$ cat config.mk
export PLATFORM = sky130hd
export DESIGN_NAME = ascii_decimal_to_fixed_point
export DESIGN_NICKNAME = d
export VERILOG_FILES = /design/src/rtl/core/adfx_pkg.sv /design/src/rtl/core/adfx_parser.sv /design/src/rtl/core/adfx_divider.sv /design/src/rtl/core/ascii_decimal_to_fixed_point.sv
export SDC_FILE = /design/constraint.sdc
export NUM_CORES = 1
export LEC_CHECK = 0
export BUFFER_PORTS_ARGS = -buffer_cell sky130_fd_sc_hd__buf_2
export CAP_MARGIN = 20
export CORE_ASPECT_RATIO = 0.6
export CORE_MARGIN = 10
export CORE_UTILIZATION = 39
export CTS_BUF_LIST = sky130_fd_sc_hd__clkbuf_16
export DETAILED_ROUTE_END_ITERATION = 12
export GPL_ROUTABILITY_DRIVEN = 0
export SYNTH_ARGS = -nofsm -noshare
export SYNTH_HDL_FRONTEND = slang
export SYNTH_HIERARCHICAL = 1
export SYNTH_SLANG_ARGS = --single-unit
$ cat constraint.sdc
create_clock -name clk -period 6.25 [get_ports clk]
set_input_delay 0 -clock clk [delete_from_list [all_inputs] [get_ports clk]]
set_output_delay 0 -clock clk [all_outputs]
set_load 0.03 [all_outputs]
$ cat src/rtl/core/adfx_pkg.sv
// shared types, constants and helpers for the ascii decimal to fixed point block
`timescale 1ns / 1ps

package adfx_pkg;

    localparam int FRAC_BITS   = 16;
    localparam int FRAC_DIGITS = 9;
    localparam int INT_BITS    = 31;

    localparam int VALUE_W = 48;
    localparam int FRAC_W  = 30;
    localparam int DIGIT_W = 4;
    localparam int CNT_W   = $clog2(FRAC_BITS + 1);

    localparam logic [7:0] CH_ZERO  = 8'h30;
    localparam logic [7:0] CH_NINE  = 8'h39;
    localparam logic [7:0] CH_MINUS = 8'h2D;
    localparam logic [7:0] CH_POINT = 8'h2E;
    localparam logic [7:0] CH_BLANK = 8'h20;
    localparam logic [7:0] CH_TAB   = 8'h09;
    localparam logic [7:0] CH_CR    = 8'h0D;
    localparam logic [7:0] CH_LF    = 8'h0A;

    typedef enum logic [1:0] {
        PH_SKIP = 2'd0,
        PH_INT  = 2'd1,
        PH_FRAC = 2'd2
    } phase_t;

    typedef enum logic [1:0] {
        ST_PARSE = 2'd0,
        ST_DIV   = 2'd1,
        ST_LOAD  = 2'd2
    } state_t;

    typedef struct packed {
        logic                negative;
        logic [INT_BITS-1:0] int_mag;
        logic [FRAC_W-1:0]   frac_val;
        logic [DIGIT_W-1:0]  frac_cnt;
        logic                sat;
    } num_t;

    function automatic logic [FRAC_W-1:0] pow10(input logic [DIGIT_W-1:0] k);
        logic [FRAC_W-1:0] p;
        begin
            case (k)
                4'd0:    p = 30'd1;
                4'd1:    p = 30'd10;
                4'd2:    p = 30'd100;
                4'd3:    p = 30'd1000;
                4'd4:    p = 30'd10000;
                4'd5:    p = 30'd100000;
                4'd6:    p = 30'd1000000;
                4'd7:    p = 30'd10000000;
                4'd8:    p = 30'd100000000;
                4'd9:    p = 30'd1000000000;
                default: p = 30'd1;
            endcase
            return p;
        end
    endfunction

endpackage

$ cat src/rtl/core/adfx_parser.sv
// character classifier and digit accumulators
`timescale 1ns / 1ps

module adfx_parser (
    input  logic                 clk,
    input  logic                 rst_n,
    input  logic                 accept,
    input  logic [7:0]           char_code,
    output logic                 finish,
    output adfx_pkg::num_t       num
);
    import adfx_pkg::*;

    phase_t              phase_reg, phase_next;
    logic                neg_reg, neg_next;
    logic [INT_BITS-1:0] int_reg, int_next;
    logic [FRAC_W-1:0]   frac_reg, frac_next;
    logic [DIGIT_W-1:0]  cnt_reg, cnt_next;
    logic                sat_reg, sat_next;

    logic                is_digit;
    logic                is_ws;
    logic [3:0]          digit;
    logic [INT_BITS+3:0] int_sum;
    logic [FRAC_W+3:0]   frac_sum;
    logic                int_ovf;

    assign is_digit = (char_code inside {[CH_ZERO:CH_NINE]});
    assign is_ws    = (char_code inside {CH_BLANK, CH_TAB, CH_CR, CH_LF});
    assign digit    = 4'(char_code - CH_ZERO);

    assign int_sum  = {1'b0, int_reg, 3'b000} + {3'b000, int_reg, 1'b0}
                    + {(INT_BITS)'(0), digit};
    assign int_ovf  = (int_sum[INT_BITS+3:INT_BITS] != 4'd0);
    assign frac_sum = {1'b0, frac_reg, 3'b000} + {3'b000, frac_reg, 1'b0}
                    + {(FRAC_W)'(0), digit};

    // phase sequencing
    always_comb
    begin
        phase_next = phase_reg;
        finish     = 1'b0;
        if (accept)
        begin
            case (phase_reg)
                PH_INT:
                begin
                    if (!is_digit && char_code == CH_POINT)
                        phase_next = PH_FRAC;
                    else if (!is_digit)
                        finish = 1'b1;
                end
                PH_FRAC:
                begin
                    if (!is_digit)
                        finish = 1'b1;
                end
                default:
                begin
                    phase_next = PH_SKIP;
                    if (is_ws)
                        phase_next = PH_SKIP;
                    else if (char_code == CH_MINUS || is_digit)
                        phase_next = PH_INT;
                    else if (char_code == CH_POINT)
                        phase_next = PH_FRAC;
                    else
                        finish = 1'b1;
                end
            endcase
            if (finish)
                phase_next = PH_SKIP;
        end
    end

    // accumulators
    always_comb
    begin
        neg_next  = neg_reg;
        int_next  = int_reg;
        frac_next = frac_reg;
        cnt_next  = cnt_reg;
        sat_next  = sat_reg;
        if (accept && finish)
        begin
            neg_next  = 1'b0;
            int_next  = '0;
            frac_next = '0;
            cnt_next  = '0;
            sat_next  = 1'b0;
        end
        else if (accept && is_digit && phase_reg == PH_FRAC)
        begin
            if (cnt_reg < DIGIT_W'(FRAC_DIGITS))
            begin
                frac_next = frac_sum[FRAC_W-1:0];
                cnt_next  = cnt_reg + 4'd1;
            end
        end
        else if (accept && is_digit)
        begin
            if (int_ovf)
            begin
                int_next = '1;
                sat_next = 1'b1;
            end
            else
                int_next = int_sum[INT_BITS-1:0];
        end
        else if (accept && char_code == CH_MINUS && phase_reg != PH_INT)
            neg_next = 1'b1;
    end

    always_ff @(posedge clk or negedge rst_n)
    begin
        if (!rst_n)
        begin
            phase_reg <= PH_SKIP;
            neg_reg   <= 1'b0;
            int_reg   <= '0;
            frac_reg  <= '0;
            cnt_reg   <= '0;
            sat_reg   <= 1'b0;
        end
        else
        begin
            phase_reg <= phase_next;
            neg_reg   <= neg_next;
            int_reg   <= int_next;
            frac_reg  <= frac_next;
            cnt_reg   <= cnt_next;
            sat_reg   <= sat_next;
        end
    end

    assign num.negative = neg_reg;
    assign num.int_mag  = int_reg;
    assign num.frac_val = frac_reg;
    assign num.frac_cnt = cnt_reg;
    assign num.sat      = sat_reg;

endmodule

$ cat src/rtl/core/adfx_divider.sv
// restoring divider, one quotient bit per cycle, for the fraction scaling
`timescale 1ns / 1ps

module adfx_divider (
    input  logic                            clk,
    input  logic                            rst_n,
    input  logic                            start,
    input  logic [adfx_pkg::FRAC_W-1:0]     frac_val,
    input  logic [adfx_pkg::DIGIT_W-1:0]    frac_cnt,
    output logic                            busy,
    output logic [adfx_pkg::FRAC_BITS-1:0]  quotient
);
    import adfx_pkg::*;

    logic                 busy_reg, busy_next;
    logic [CNT_W-1:0]     cnt_reg, cnt_next;
    logic [FRAC_W-1:0]    rem_reg, rem_next;
    logic [FRAC_W-1:0]    den_reg, den_next;
    logic [FRAC_BITS-1:0] quo_reg, quo_next;

    logic [FRAC_W:0]      shifted;
    logic [FRAC_W:0]      diff;
    logic                 fits;

    // shared compare and subtract
    assign shifted = {rem_reg, 1'b0};
    assign diff    = shifted - {1'b0, den_reg};
    assign fits    = (shifted >= {1'b0, den_reg});

    always_comb
    begin
        busy_next = busy_reg;
        cnt_next  = cnt_reg;
        rem_next  = rem_reg;
        den_next  = den_reg;
        quo_next  = quo_reg;
        if (start)
        begin
            busy_next = 1'b1;
            cnt_next  = CNT_W'(FRAC_BITS);
            rem_next  = frac_val;
            den_next  = pow10(frac_cnt);
            quo_next  = '0;
        end
        else if (busy_reg)
        begin
            rem_next = fits ? diff[FRAC_W-1:0] : shifted[FRAC_W-1:0];
            quo_next = {quo_reg[FRAC_BITS-2:0], fits};
            cnt_next = cnt_reg - CNT_W'(1);
            if (cnt_reg == CNT_W'(1))
                busy_next = 1'b0;
        end
    end

    always_ff @(posedge clk or negedge rst_n)
    begin
        if (!rst_n)
        begin
            busy_reg <= 1'b0;
            cnt_reg  <= '0;
        end
        else
        begin
            busy_reg <= busy_next;
            cnt_reg  <= cnt_next;
        end
    end

    always_ff @(posedge clk)
    begin
        rem_reg <= rem_next;
        den_reg <= den_next;
        quo_reg <= quo_next;
    end

    assign busy     = busy_reg;
    assign quotient = quo_reg;

endmodule

$ cat src/rtl/core/ascii_decimal_to_fixed_point.sv
// top level: ascii decimal text stream to signed q.16 fixed point
//
// slave channel s_axis takes one ascii character per transfer in tdata[7:0].
// master channel m_axis gives one parsed number per transfer: tdata holds
// the 48-bit two's complement value with 16 fraction bits, tuser[0] is set
// when the integer part was clamped.
// whitespace, sign, digits and point are taken at one character per cycle.
// the character that ends a number is consumed; after it the fraction is
// scaled by a restoring divider giving one quotient bit per cycle (16 divide
// steps), then the block waits to see the divider idle and loads the number
// into the output register for m_axis; s_axis tready is low from the divide
// start until that load.
// the result sits in an output register; if the receiver stalls, parsing of
// the next number continues and only its final load waits for the register
// to empty.
// reset clears the parse state and drops m_axis tvalid; the block then skips
// leading whitespace of the next number.
`timescale 1ns / 1ps

module ascii_decimal_to_fixed_point (
    input  logic        clk,
    input  logic        rst_n,
    input  logic        s_axis_tvalid,
    output logic        s_axis_tready,
    input  logic [7:0]  s_axis_tdata,   // char_code
    output logic        m_axis_tvalid,
    input  logic        m_axis_tready,
    output logic [47:0] m_axis_tdata,   // value
    output logic [0:0]  m_axis_tuser    // saturated
);
    import adfx_pkg::*;

    state_t               state_reg, state_next;
    logic                 accept;
    logic                 finish;
    num_t                 num;
    logic                 div_start;
    logic                 div_busy;
    logic [FRAC_BITS-1:0] quotient;
    logic                 load;

    logic                 neg_reg;
    logic [INT_BITS-1:0]  int_reg;
    logic                 sat_reg;

    logic                 out_valid_reg, out_valid_next;
    logic [VALUE_W-1:0]   value_reg;
    logic                 osat_reg;

    logic [VALUE_W-1:0]   mag;

    assign accept = s_axis_tvalid && s_axis_tready;

    adfx_parser u_parser (
        .clk       (clk),
        .rst_n     (rst_n),
        .accept    (accept),
        .char_code (s_axis_tdata),
        .finish    (finish),
        .num       (num)
    );

    adfx_divider u_divider (
        .clk      (clk),
        .rst_n    (rst_n),
        .start    (div_start),
        .frac_val (num.frac_val),
        .frac_cnt (num.frac_cnt),
        .busy     (div_busy),
        .quotient (quotient)
    );

    // next state
    always_comb
    begin
        state_next = state_reg;
        case (state_reg)
            ST_PARSE:
            begin
                if (finish)
                    state_next = ST_DIV;
            end
            ST_DIV:
            begin
                if (!div_busy)
                    state_next = ST_LOAD;
            end
            ST_LOAD:
            begin
                if (!out_valid_reg || m_axis_tready)
                    state_next = ST_PARSE;
            end
            default: state_next = ST_PARSE;
        endcase
    end

    // outputs
    always_comb
    begin
        s_axis_tready = 1'b0;
        div_start     = 1'b0;
        load          = 1'b0;
        case (state_reg)
            ST_PARSE:
            begin
                s_axis_tready = 1'b1;
                div_start     = finish;
            end
            ST_LOAD:
                load = !out_valid_reg || m_axis_tready;
            default: ;
        endcase
    end

    assign mag = VALUE_W'({int_reg, quotient});

    always_comb
    begin
        out_valid_next = out_valid_reg;
        if (load)
            out_valid_next = 1'b1;
        else if (m_axis_tready)
            out_valid_next = 1'b0;
    end

    always_ff @(posedge clk or negedge rst_n)
    begin
        if (!rst_n)
        begin
            state_reg     <= ST_PARSE;
            out_valid_reg <= 1'b0;
        end
        else
        begin
            state_reg     <= state_next;
            out_valid_reg <= out_valid_next;
        end
    end

    always_ff @(posedge clk)
    begin
        if (div_start)
        begin
            neg_reg <= num.negative;
            int_reg <= num.int_mag;
            sat_reg <= num.sat;
        end
        if (load)
        begin
            value_reg <= neg_reg ? (VALUE_W'(0) - mag) : mag;
            osat_reg  <= sat_reg;
        end
    end

    assign m_axis_tvalid   = out_valid_reg;
    assign m_axis_tdata    = value_reg;
    assign m_axis_tuser[0] = osat_reg;

`ifndef ASSERT_OFF
    a_busy_in_div : assert property (@(posedge clk) disable iff (!rst_n)
        div_busy |-> state_reg == ST_DIV)
        else $error("divider busy outside divide state");

    a_no_input_in_div : assert property (@(posedge clk) disable iff (!rst_n)
        div_busy |-> !s_axis_tready)
        else $error("input taken while dividing");

    a_finish_starts : assert property (@(posedge clk) disable iff (!rst_n)
        finish |=> div_busy && state_reg == ST_DIV)
        else $error("terminating character did not start the divider");

    a_load_fills : assert property (@(posedge clk) disable iff (!rst_n)
        load |=> m_axis_tvalid && state_reg == ST_PARSE)
        else $error("load did not fill the output register");
`endif

endmodule

After elaboration in Yosys (flattened, before gate mapping):

Memory sizes are Yosys's and may differ from the RTL's. A register that Yosys moved wholly into a read port is not among the register bits.
Cells that the tools add are included.

* add/subtract/negate cells: 9
* order comparisons: 4
* equal/unequal tests: 19
* multiplexer cells: 50
* reductions and logical operators: 28

Operators by type and width (number)
* 30-bit 2-to-1 mux: 6
* 31-bit 2-to-1 mux: 4
* 1-bit by 47-bit subtractor with 48-bit output (first input constant): 1
* 47-bit 2-to-1 mux: 1
* 34-bit by 32-bit adder with 35-bit output: 1
* 35-bit by 4-bit adder with 35-bit output: 1
* 31-bit by 30-bit greater-or-equal comparator with 1-bit output: 1
* 30-bit adder: 1
* 30-bit by 4-bit adder with 30-bit output: 1
* 30-bit subtractor: 1
* 8-bit by 4-bit == test with 1-bit output (second input constant): 3
* 8-bit by 6-bit == test with 1-bit output (second input constant): 3
* 1-bit 2-to-1 mux: 23
* 2-bit 2-to-1 mux: 8
* 2-bit nonzero test: 7
* 4-bit 2-to-1 mux: 3
* 3-bit AND reduction: 4
* 5-bit 2-to-1 mux: 2
* 8-bit by 6-bit greater-or-equal comparator with 1-bit output (second input constant): 1
* 8-bit by 6-bit <= comparator with 1-bit output (second input constant): 1
* 1-bit logical AND: 8
* 2-bit by 1-bit inequality test with 1-bit output (second input constant): 4
* 4-bit nonzero test: 2
* 2-bit inequality test (second input constant): 3
* other kinds (15): 20

* register bits: 206
* ROM bits: 480
* input bits: 12
* output and inout bits: 51
* logic and storage cells: 129
* memories kept: 1

Memories
* (name not given): depth 16, width 30, rd ports 1, clocked after memory_dff 1, write ports 0, RTL line adfx_pkg.sv:47 `case (k)`

Depth between registers and ports, before layout:

Gate-level depths: netlist of run 1.

* word-level depth: 11
* gate-level depth with buffers: 14
* mapped depth without buffers: 13

By module:

The synthesis of run 1 kept the hierarchy.

By module, submodules not included
* adfx_parser: times used 1, cells an instance 778, area each 6742.7 um^2, seq. area each 1726.7 um^2
* adfx_divider: times used 1, cells an instance 551, area each 5103.6 um^2, seq. area each 2062.0 um^2
* ascii_decimal_to_fixed_point: times used 1, cells an instance 247, area each 3708.6 um^2, seq. area each 2537.4 um^2

Worst setup path after synthesis of run 1:

OpenSTA, ideal clock, no wires.

* path type: register to register
* from: reg state_reg[0]
* to: reg u_divider.rem_reg[0], enable pin
* library setup time: 373 ps
* data arrival time: 4323 ps
* required time: 5877 ps
* path slack: 1553 ps
* cell stages (with the launch flop): 10
* buffers on the path: 4
* clock period less this slack: 4697 ps
* cells stage by stage: dfrtp_1 > nor2_1 > and2_1 > and3_1 > clkbuf_1 > buf_1 > and2_1 > clkbuf_1 > clkbuf_1 > or2_2

* longest elaborated chain between the ends: 6

RTL lines
* start, declared: RTL line ascii_decimal_to_fixed_point.sv:33 `state_t state_reg, state_next;`
* start signal, assigned: RTL line ascii_decimal_to_fixed_point.sv:135 `state_reg <= state_next;`
* 2-bit zero test: RTL line ascii_decimal_to_fixed_point.sv:103 `case (state_reg)`
* 1-bit 2-to-1 mux: RTL line ascii_decimal_to_fixed_point.sv:103
* named net s_axis_tready: RTL line ascii_decimal_to_fixed_point.sv:24 `output logic s_axis_tready,`
* 1-bit logical AND: RTL line ascii_decimal_to_fixed_point.sv:52 `assign accept = s_axis_tvalid && s_axis_tready;`
* named net accept: RTL line ascii_decimal_to_fixed_point.sv:34 `logic accept;`
* 1-bit 2-to-1 mux: RTL line adfx_parser.sv:43 `if (accept)`
* named net finish: RTL line ascii_decimal_to_fixed_point.sv:35 `logic finish;`
* 1-bit 2-to-1 mux: RTL line ascii_decimal_to_fixed_point.sv:103
* named net div_start: RTL line ascii_decimal_to_fixed_point.sv:37 `logic div_start;`
* 2-bit nonzero test (no source line)
* end signal, assigned: RTL line adfx_divider.sv:71 `rem_reg <= rem_next;`
* end, declared: RTL line adfx_divider.sv:17 `logic [FRAC_W-1:0] rem_reg, rem_next;`

The timed path passes the listed nets, and every way through them passes these cells.
A chain may end at the register's enable or synchronous reset.

Final worst setup path of run 1:

* from: reg u_parser.int_reg[0]
* to: reg u_parser.int_reg[10]

* longest elaborated chain between the ends: 7

RTL lines
* start, declared: RTL line adfx_parser.sv:16 `logic [INT_BITS-1:0] int_reg, int_next;`
* start signal, assigned: RTL line adfx_parser.sv:129 `int_reg <= int_next;`
* 34-bit by 32-bit adder with 35-bit output *: RTL line adfx_parser.sv:32 `assign int_sum = {1'b0, int_reg, 3'b000} + {3'b000, int_reg, 1'b0}`
* 35-bit by 4-bit adder with 35-bit output *: RTL line adfx_parser.sv:33 `+ {(INT_BITS)'(0), digit};`
* 4-bit nonzero test: RTL line adfx_parser.sv:34 `assign int_ovf = (int_sum[INT_BITS+3:INT_BITS] != 4'd0);`
* 31-bit 2-to-1 mux *: RTL line adfx_parser.sv:102 `if (int_ovf)`
* 31-bit 2-to-1 mux *: RTL line adfx_parser.sv:100 `else if (accept && is_digit)`
* 31-bit 2-to-1 mux *: RTL line adfx_parser.sv:92 `else if (accept && is_digit && phase_reg == PH_FRAC)`
* 31-bit 2-to-1 mux *: RTL line adfx_parser.sv:84 `if (accept && finish)`

Every way passes the cells marked *; elsewhere a longest branch is shown, timed or not. The select of a mux whose other input is x is not followed.

==> results of run 1 <==
cells by family after synthesis:
family / Yosys count / share of synthesized area [%]
flops: 229 / 40.7
compound gates: 434 / 18.9
buf+inv: 129 / 3.48
fa+ha+maj: 162 / 13.3
xor+xnor: 122 / 6.87
simple gates: 463 / 14.5
mux: 37 / 2.38
worst max-delay path, stage by stage, from the launching register on:
cell,delay (ns)
dfrtp_1,0.42
fa_1,0.54
fa_1,0.49
a211oi_1,0.36
o21ai_1,0.19
and4_1,0.18
nor3_1,0.32
o211ai_1,0.16
a221o_1,0.36
a21o_1,0.21
a21oi_4,0.79
o221ai_1,0.30
Yosys cell counts, types with 7 or more instances:
cell type  instances
or4_1              7
a211oi_1          16
nor3_1            28
a22oi_1           10
dfrtp_1           78
xnor2_1           85
nor2b_1           10
nor4_1             7
buf_2              7
o21a_1            10
a21oi_1          102
nand2b_1          14
nand3_1           27
or3_1             16
o211ai_1          18
nand2_1          174
mux2i_1           37
ha_1             157
or2_2             11
edfxtp_1         135
nor2_1            99
o21ai_0           85
dfxtp_1           16
a21o_1            46
a31oi_1           12
o41ai_1            7
clkbuf_1          37
o21bai_1          15
and3_1            16
o22ai_1           16
o221ai_1          14
and2_1             9
inv_1             70
o31ai_1           25
nand4_1           13
xor2_1            37
power by group through the flow:
stage                     combinational [uW]  clock (uW)  sequential (uW)
after detailed placement                2580           0             2360
after floorplan                         1930           0             2360
after CTS                               2600        1550             2330
after global routing                    2910        1610             2360
after global placement                  2520           0             2340
final                                   2630        1510             2320
per-stage QoR:
step	instances	total power, uW	setup slack, ns
after detailed placement	2112	4930	1.74
final	2173	6460	1.71
after global routing	2173	6880	1.45
after CTS	2171	6480	1.69
after global placement	2111	4870	1.88
after floorplan	1576	4290	1.55
cell usage in the layout (no fill, tap or decap), types with 8 or more instances in the layout:
| cell type | n |
|---|---|
| ha_1 | 157 |
| o21ai_0 | 85 |
| a31oi_1 | 12 |
| nand2b_1 | 14 |
| a22oi_1 | 10 |
| dfxtp_1 | 16 |
| mux2i_1 | 37 |
| o31ai_1 | 25 |
| xor2_1 | 37 |
| nand3_1 | 27 |
| dfrtp_1 | 78 |
| nand4_1 | 13 |
| o22ai_1 | 16 |
| nand2_1 | 174 |
| a21o_1 | 46 |
| or3_1 | 16 |
| a211oi_1 | 16 |
| and2_1 | 8 |
| edfxtp_1 | 135 |
| inv_1 | 73 |
| or2_2 | 11 |
| buf_2 | 61 |
| o21a_1 | 10 |
| nor3_1 | 28 |
| a21oi_1 | 102 |
| o211ai_1 | 18 |
| o221ai_1 | 14 |
| clkinv_1 | 9 |
| nor2_1 | 99 |
| o21bai_1 | 15 |
| dlygate4sd3_1 | 10 |
| clkbuf_16 | 27 |
| xnor2_1 | 85 |
| buf_4 | 11 |
| and3_1 | 15 |
| nor2b_1 | 9 |
per-layer routing:
metal | wire, um | share of wire [%] | track usage (%) | vias up
li1 | - | - | - | 5948
met1 | 22100 | 54 | 26.9 | 5921
met2 | 15300 | 37 | 20.7 | 364
met3 | 3030 | 7.4 | 3.18 | 35
met4 | 595 | 1.5 | 2.87 | 0
met5 | 0 | 0 | 0 | -
final cells by class:
type | instances | area [um^2]
clock inverters | 21 | 150
well taps | 522 | 653
inverters | 71 | 267
repair buffers | 85 | 547
flip-flops and latches | 229 | 6330
multi-input cells | 1218 | 8700
clock buffers | 27 | 676
fillers | 3783 | 21900
how the worst max path moves through the flow:
| stage | cells after the start | slack, ns | endpoint |
|---|---|---|---|
| 4_1_cts | 11 | 1.69 | u_parser/int_reg[10] |
| 5_1_grt | 11 | 1.45 | u_parser/int_reg[10] |
| 2_1_floorplan | 9 | 1.55 | u_divider/rem_reg[0] |
| 3_5_place_dp | 11 | 1.74 | u_parser/int_reg[6] |
| 6_report | 11 | 1.71 | u_parser/int_reg[10] |
| 3_3_place_gp | 11 | 1.88 | u_parser/int_reg[21] |
==> key figures, run 1 <==
Pwr
  • Net Sw Frac: 38.3%
  • Combinational power share: 40.7%
  • NetSw: 2470 uW
  • Clock share of power: 23.4%
  • Max VDD drop: 0.220 mV
  • Leakage Power: 0.00775 uW
  • Pwr Density: 373 mW/mm^2
  • Internal power: 3990 uW
  • Flop pwr share: 35.9%

Finish
  • Post-route core utilization: 44.1%
  • Number of antenna diodes: 0
  • Syn-to-layout area delta: 11.3%
  • Final nets: 1805
  • Number of flip-flops in the largest register: 48
  • Layout cells sized above 1: 9.51%
  • Design Area, Final: 0.0173 mm^2

Hold path
  • Hold path start: s_axis_tdata[2]
  • HP Class: in -> reg
  • Hold Path Sink: u_parser/frac_reg[2]
  • Hold Crit Depth: 5

Worst setup path
  • Reg2Reg Depth: 11
  • Startpoint types: register
  • Worst setup path start: u_parser/int_reg[0]
  • Max Fanout on Critical Path: 32
  • Worst endpoint data arrival time: 4.88 ns
  • RR Startpoint: u_parser/int_reg[0]
  • Setup slack, reg-to-reg: 1.71 ns
  • Worst setup path class: reg -> reg
  • Crit. End Element: register
  • CP required: 6.59 ns
  • Worst R2R End: u_parser/int_reg[10]

Clock tree
  • Max clock buf depth: 3
  • H-Tree Depth: 1
  • TritonCTS Buffers: 26
  • Root buf cell: clkbuf_16
  • CTS tree: built
  • Skew-Pair Late Insertion Delay: 0.55 ns
  • Hold_buf cts: 11
  • Clock Pin Slew Worst Setup and Hold Paths: 0.06 ns
  • Clock sink count: 229
  • PostCTS Resize Cnt: 0
  • Post-CTS Setup Bufs: 0

Global route
  • Pin count of the biggest net entering global routing: 85
  • Initial antenna violation count: 0
  • Total grt overflow: 0
  • Overall routing resource usage: 16.3%
  • Number of global-route vias before repair: 11.4k
  • First-pass GRT wire length: 65000 um

Drt
  • WL/cell: 18.9 um
  • Vias: 12.3k
  • Vias per cell: 5.65
  • Drt drc: 0
  • Final ANT Viol Nets: 0
  • Starting DRC count in detailed routing: 1231
  • Total wire length: 41000 um
  • DR pass1 iterations: 5

Placed design
  • IO Port Bufs: 62
  • DP HPWL: 31100 um
  • Placed cell area: 0.0163 mm^2

Synth
  • Synthesis Warnings: 6
  • Post-synth EDFFs: 135
  • Synth top area share: 26.1%
  • Syn_nets: 1750
  • Post-synth top flop: edfxtp_1
  • Post-synth ARST share: 34.1%
  • Gate count after technology mapping: 1576
  • Sequential area share after synthesis: 40.7%
  • Netlist Area Pre-Place: 0.0156 mm^2
  • Post-synthesis register bit count: 229
  • Synth area leader: edfxtp_1
  • Netlist cell types: 85
  • Avg Synthesized Cell Area: 9.87 um^2
  • Main area contributors after synthesis: edfxtp_1 26%, ha_1 13%, dfrtp_1 13%

STA
  • Total negative slack: 0 ns
  • Unrepaired setup endpoints after global routing: no
  • Fmax: 220 MHz
  • Worst rel slew slack: 30.4%
  • Fin Hold WS: 0.0214 ns
  • Final Cycle Share: 72.6%
  • Max Transition Viols Final: 0
  • Layout Skew: 0.0120 ns
  • Fin. Hold Viols: 0
  • Final setup vio count: 0
  • Fin crit period: 4.54 ns
  • Slew at the pin with the worst max-slew slack: 1.04 ns

Status
  • Status: finished clean

Floorplan
  • Die width: 278 um
  • IO Count: 63
  • Initial Utilization: 39.6%
  • Site Rows: 56
  • DIE AREA: 0.0485 mm^2
  • Total core area: 0.0392 mm^2
  • DIE HEIGHT: 175 um

Run
  • Max_cap viols: 0
(Power assumes the default switching activity.)
==> inputs of run 2 (changes only) <==
--- a/config.mk
+++ b/config.mk
@@ -5,6 +5,7 @@
 export SDC_FILE = /design/constraint.sdc
 export NUM_CORES = 1
 export LEC_CHECK = 0
+export ABC_AREA = 1
 export BUFFER_PORTS_ARGS = -buffer_cell sky130_fd_sc_hd__buf_2
 export CAP_MARGIN = 20
 export CORE_ASPECT_RATIO = 0.6
==> constraint.sdc (replaced) <==
create_clock -name clk -period 3.8 [get_ports clk]
set_input_delay 0 -clock clk [delete_from_list [all_inputs] [get_ports clk]]
set_output_delay 0 -clock clk [all_outputs]
set_load 0.03 [all_outputs]
==> run 2 against run 1 <==
Compared with the run above: worst setup slack worse by 1.3 ns; global-route usage is 1.8 points higher; flip-flop and latch count stayed put; largest cell class unchanged; highest routed layer is now met5.
==> key figures, run 2 <==
Synth
  • Netlist Area Pre-Place: 0.0176 mm^2
  • Post-synth top flop: edfxtp_1
  • Sequential area share after synthesis: 35.9%
  • Syn_nets: 2546
  • Main area contributors after synthesis: edfxtp_1 23%, nand2_1 15%, ha_1 11%
  • Top-count cell post-synth: nand2_1
  • Avg Synthesized Cell Area: 7.42 um^2
  • Synth top area share: 23.0%
  • Post-synth ARST share: 34.1%
  • Post-synthesis register bit count: 229
  • Most frequent cells after synthesis: 689 x nand2_1, 300 x inv_1, 247 x nor2_1
  • Gate count after technology mapping: 2372
  • Post-synth EDFFs: 135
  • Synthesis Warnings: 6
  • Synth area leader: edfxtp_1
  • Netlist cell types: 56

Finish
  • Syn-to-layout area delta: 10.2%
  • Most frequent cells in the layout: 689 x nand2_1, 305 x inv_1, 245 x nor2_1
  • Non-filler cells, final: 3047
  • Design Area, Final: 0.0194 mm^2
  • Number of antenna diodes: 0
  • Commonest non-fill, non-tap cell in the layout: nand2_1
  • Final nets: 2614
  • Layout cells sized above 1: 9.03%
  • Number of flip-flops in the largest register: 48

Global route
  • Initial antenna violation count: 0
  • First-pass GRT wire length: 79300 um
  • Number of global-route vias before repair: 14.2k
  • Pin count of the biggest net entering global routing: 79
  • Overall routing resource usage: 18.1%
  • Total grt overflow: 0

Worst setup path
  • CP max stage cell: dlygate4sd3_1
  • CP most frequent cell: nand2_1
  • CP required: 4.07 ns
  • Max Fanout on Critical Path: 31
  • Worst endpoint data arrival time: 3.62 ns
  • Slowest stage delay, CP: 0.63 ns
  • Startpoint types: input pin
  • Crit-path cells: dlygate4sd3_1 > buf_2 > nor3b_2 > dlygate4sd3_1 > nand2_1 > nor3_1 > nor2_1 > nand2_1 > nand2_1 > nand2_2 > inv_1 > inv_1 > nor2_4 > nor2_1 > clkinv_1 > buf_12
  • Crit. End Element: register
  • Reg2Reg Depth: 13
  • Worst setup path class: in -> reg

Pwr
  • Leakage Power: 0.00983 uW
  • Max VDD drop: 0.455 mV
  • Pwr Density: 607 mW/mm^2

STA
  • Fin. Hold Viols: 0
  • Worst rel slew slack: 33.6%
  • Total negative slack: 0 ns
  • Fmax: 299 MHz
  • Fin Hold WS: 0.0474 ns
  • Final Cycle Share: 88.2%
  • Slew at the pin with the worst max-slew slack: 0.994 ns
  • Unrepaired setup endpoints after global routing: no
  • Final setup vio count: 0
  • Max Transition Viols Final: 0
  • Final worst slack: 0.450 ns
  • Fin crit period: 3.35 ns
  • Layout Skew: 0.0167 ns

Placed design
  • IO Port Bufs: 62
  • Placed cell area: 0.0185 mm^2
  • DP HPWL: 40400 um
  • Placed cell count: 2992
  • Place WS: 0.630 ns

Drt
  • WL/cell: 16.6 um
  • DR pass1 iterations: 6
  • Vias: 15.9k
  • Vias per cell: 5.23
  • Total wire length: 50500 um
  • Drt drc: 0
  • Starting DRC count in detailed routing: 1809
  • Final ANT Viol Nets: 0

Clock tree
  • CTS tree: built
  • Post-CTS Setup Bufs: 0
  • Clock sink count: 229
  • Max clock buf depth: 3
  • PostCTS Resize Cnt: 0
  • H-Tree Depth: 1
  • Clock Pin Slew Worst Setup and Hold Paths: 0.06 ns
  • Root buf cell: clkbuf_16
  • Skew-Pair Late Insertion Delay: 0.53 ns
  • TritonCTS Buffers: 24

Floorplan
  • Site Rows: 60
  • DIE HEIGHT: 185 um
  • IO Count: 63
  • Initial Utilization: 39.4%
  • DIE AREA: 0.0543 mm^2
  • Die width: 294 um
  • Total core area: 0.0447 mm^2

Hold path
  • Hold Crit Depth: 5
  • HP Class: in -> reg

Run
  • Max_cap viols: 0

Status
  • Status: finished clean
==> run 2: cell types whose count changed in the layout (fill, tap and decap cells not counted), sizes merged, moves of 43 or more <==
| cell | delta |
|---|---|
| a21o | -43 |
| nor2 | +168 |
| xnor2 | -51 |
| nand2 | +529 |
| nand3 | +202 |
| inv | +251 |
==> run 2: logic make-up (layout without fill, tap and decap cells) <==
family / Yosys count / count (layout) / synth area share [%]
buffers and inverters: 361 / 447 / 8.40
AND/OR/NAND/NOR: 1300 / 1300 / 32.6
XOR/XNOR: 68 / 68 / 3.38
flip-flops: 229 / 229 / 35.9
adder cells (fa/ha/maj): 162 / 162 / 11.7
AO/OA/AOI/OAI: 252 / 252 / 7.97
==> run 2: area by class of cell <==
type	count	area, um^2
Clock buffer	26	651
Multi-Input combinational cell	1782	9820
Sequential cell	229	6330
Fill cell	4489	25300
Timing Repair Buffer	85	556
Tap cell	589	737
Inverter	318	1190
Clock inverter	18	115
==> run 2: critical path, delay by kind of cell <==
family	cells	cell delay (ns)
buf+inv	7	2.34
simple gates	9	1.26
==> run 2: final timing paths <==
check	from	endpoint	slack, ns
worst min register to register	sat_reg	m_axis_tuser	0.45
min in group asynchronous	rst_n	u_parser/int_reg[22]	0.40
worst min-delay path	s_axis_tdata[2]	u_parser/frac_reg[2]	0.05
max in group asynchronous	rst_n	u_parser/frac_reg[13]	2.78
worst max-delay path	s_axis_tdata[7]	u_divider/rem_reg[0]	0.45
worst max register to register	u_parser/frac_reg[0]	u_parser/frac_reg[26]	0.52
==> run 2: power by group <==
group / internal (uW) / switching, uW / leakage [uW]
registers: 3450 / 406 / 0.00249
clock network: 1300 / 984 / 0.000401
logic: 1820 / 3820 / 0.00694
==> run 2: what timing repair did <==
item,4_1_cts,5_1_grt
setup endpoints to repair,0,0
hold endpoints to repair,89,11
hold buffers,9,1
==> run 2: stage by stage <==
stage / util (%) / power [uW]
2_1_floorplan: - / 7960
3_3_place_gp: 41.4 / 9320
3_5_place_dp: 41.4 / 9420
4_1_cts: 43.3 / 11800
5_1_grt: 43.4 / 12700
6_report: 43.4 / 11800
==> run 2: per-layer routing <==
metal | part of all wire [%] | GRT usage, % | up-vias
li1 | - | - | 7894
met1 | 52 | 29.8 | 7338
met2 | 35 | 22.3 | 656
met3 | 11 | 4.79 | 53
met4 | 1.5 | 3.03 | 2
met5 | 0.14 | 1.03 | -
==> inputs of run 3 (changes only) <==
--- a/config.mk
+++ b/config.mk
@@ -16,5 +16,4 @@
 export GPL_ROUTABILITY_DRIVEN = 0
 export SYNTH_ARGS = -nofsm -noshare
 export SYNTH_HDL_FRONTEND = slang
-export SYNTH_HIERARCHICAL = 1
 export SYNTH_SLANG_ARGS = --single-unit
==> constraint.sdc (replaced) <==
create_clock -name clk -period 3.8 [get_ports clk]
set_input_delay 0 -clock clk [delete_from_list [all_inputs] [get_ports clk]]
set_output_delay 0 -clock clk [all_outputs]
set_load 0.02 [all_outputs]
==> run 3 against run 2 <==
Compared with the run above: the run now ends with hold timing left; worst setup slack better by 0.12 ns; utilization shrank 0.051 points; final area is 3.8% lower; clock power up 5%; register-to-register slack better by 0.05 ns; wire length is 1.8% lower.
==> key figures, run 3 <==
Status
  • Status: finished, violations left
  • Failing checks: hold timing

Worst setup path
  • Buf/Inv on CP: 0
  • Worst setup path class: reg -> reg
  • Max Fanout on Critical Path: 32
  • Slowest stage delay, CP: 0.55 ns
  • Startpoint types: register
  • Worst endpoint data arrival time: 3.62 ns
  • Crit-path cells: fa_1 > fa_1 > nand2_1 > nand2_1 > and2_1 > a21oi_1 > o21ai_1 > nand2_1 > nand2_1 > nor2_2 > nand2_2 > nand2_4 > nand3_1
  • CP most frequent cell: nand2_1
  • Crit. End Element: register
  • Delay-heaviest family, CP: simple AND/OR/NAND/NOR gates
  • CP max stage cell: fa_1
  • CP required: 4.19 ns

Pwr
  • Max VDD drop: 0.302 mV
  • Flop pwr share: 33.1%
  • Net Sw Frac: 42.8%
  • NetSw: 4750 uW
  • Internal power: 6360 uW
  • Combinational power share: 45.3%
  • Pwr Density: 595 mW/mm^2
  • Leakage Power: 0.00932 uW
  • Clock share of power: 21.6%

Finish
  • Number of flip-flops in the largest register: 48
  • Post-route core utilization: 43.3%
  • Final nets: 2409
  • Layout cells sized above 1: 9.19%
  • Most frequent cells in the layout: 570 x nand2_1, 251 x inv_1, 221 x nor2_1
  • Design Area, Final: 0.0187 mm^2
  • Commonest non-fill, non-tap cell in the layout: nand2_1
  • Syn-to-layout area delta: 10.1%

Placed design
  • DP HPWL: 39400 um
  • Placed cell area: 0.0178 mm^2
  • IO Port Bufs: 62

Clock tree
  • TritonCTS Buffers: 24
  • Hold_buf cts: 5
  • PostCTS Resize Cnt: 0
  • CTS tree: built
  • Root buf cell: clkbuf_16
  • Clock Pin Slew Worst Setup and Hold Paths: 0.07 ns
  • Max clock buf depth: 3
  • H-Tree Depth: 1
  • Clock sink count: 229
  • Post-CTS Setup Bufs: 0
  • Skew-Pair Late Insertion Delay: 0.54 ns

Synth
  • Avg Synthesized Cell Area: 7.81 um^2
  • Synth top area share: 23.9%
  • Post-synth EDFFs: 135
  • Most frequent cells after synthesis: 570 x nand2_1, 246 x inv_1, 222 x nor2_1
  • Syn_nets: 2345
  • Synth area leader: edfxtp_1
  • Main area contributors after synthesis: edfxtp_1 24%, nand2_1 13%, ha_1 12%
  • Netlist cell types: 54
  • Netlist Area Pre-Place: 0.0170 mm^2
  • Post-synth top flop: edfxtp_1
  • Sequential area share after synthesis: 37.3%
  • Post-synth ARST share: 34.1%
  • Synthesis Warnings: 0
  • Post-synthesis register bit count: 229
  • Top-count cell post-synth: nand2_1
  • Gate count after technology mapping: 2171

Global route
  • Initial antenna violation count: 1
  • Overall routing resource usage: 18.6%
  • Pin count of the biggest net entering global routing: 58
  • Met3 GRT Util: 4.35%
  • Number of global-route vias before repair: 13.8k
  • Total grt overflow: 0
  • Met2 Usage GRT: 22.9%
  • First-pass GRT wire length: 78400 um
  • Layer with the highest usage: met1
  • Met1 usage: 30.9%

STA
  • Final setup vio count: 0
  • Final Cycle Share: 85.1%
  • Total negative slack: 0 ns
  • Fin Hold WS: -0.0119 ns
  • Layout Skew: 0.0105 ns
  • Max Transition Viols Final: 0
  • Worst rel slew slack: 55.0%
  • Fin crit period: 3.23 ns
  • Fin. Hold Viols: 3
  • Unrepaired setup endpoints after global routing: no
  • Slew at the pin with the worst max-slew slack: 0.675 ns
  • Fmax: 309 MHz

Drt
  • WL/cell: 17.5 um
  • Vias: 15.2k
  • DR pass1 iterations: 6
  • Vias per cell: 5.36
  • Total wire length: 49600 um
  • Starting DRC count in detailed routing: 1806
  • Drt drc: 0
  • Final ANT Viol Nets: 0

Floorplan
  • DIE HEIGHT: 182 um
  • DIE AREA: 0.0525 mm^2
  • IO Count: 63
  • Site Rows: 59
  • Initial Utilization: 39.3%
  • Die width: 289 um
  • Total core area: 0.0431 mm^2

Run
  • Max_cap viols: 0

Hold path
  • HP Class: in -> async
[run 3: cell type report]
type,count,area (um^2)
inverter,257,966
clock buffer,26,651
multi-input combinational,1644,9380
tap,579,724
antenna,1,2.50
fill,4283,24400
timing repair buffer,79,478
sequential,229,6330
clock inverter,18,141
[run 3: routing by layer]
metal | share of wire, % | vias up
li1 | - | 7334
met1 | 52 | 7109
met2 | 36 | 699
met3 | 11 | 53
met4 | 1.5 | 0
met5 | 0 | -
[run 3: worst register-to-register path: cells and delay by family (launching register included)]
family                   cells  cell delay (ns)
flip-flops                   1             0.43
adder cells (fa/ha/maj)      2             1.02
AND/OR/NAND/NOR              9             1.26
AO/OA/AOI/OAI                2             0.39
[run 3: final timing paths]
path,from,to,slack [ns],cells past startpoint
worst min-delay path,rst_n,state_reg[0],-0.01,2
worst max-delay path,u_parser.int_reg[0],u_parser.int_reg[0],0.57,13
worst max register to register,u_parser.int_reg[0],u_parser.int_reg[0],0.57,13
min in group clk,s_axis_tdata[2],u_parser.frac_reg[2],0.05,5
worst min register to register,u_divider.quotient[0],m_axis_tdata[0],0.43,0
max in group asynchronous,rst_n,u_parser.frac_reg[21],2.82,3
[run 3: cell families after synthesis]
kind of cell / count (synthesis) / share of synthesized area, %
buf+inv: 298 / 7.43
flops: 229 / 37.3
fa+ha+maj: 162 / 12.2
compound gates: 300 / 9.83
simple gates: 1094 / 28.7
xor+xnor: 88 / 4.55
[run 3: power groups by stage]
stage | Combinational (uW) | Clock [uW] | Sequential (uW)
2_1_floorplan | 3620 | 0 | 3690
3_3_place_gp | 4830 | 0 | 3710
3_5_place_dp | 4890 | 0 | 3720
4_1_cts | 4930 | 2450 | 3670
5_1_grt | 5640 | 2540 | 3730
6_report | 5030 | 2400 | 3680
[run 3: metrics by stage]
stage,setup slack (ns),cells,power [uW],hold slack (ns)
5_1_grt,0.386,2832,11900,0.0461
3_3_place_gp,0.679,2783,8540,0.0280
3_5_place_dp,0.618,2783,8610,0.0322
2_1_floorplan,0.726,2171,7310,-0.296
4_1_cts,0.597,2832,11100,0.00562
6_report,0.565,2833,11100,-0.0119
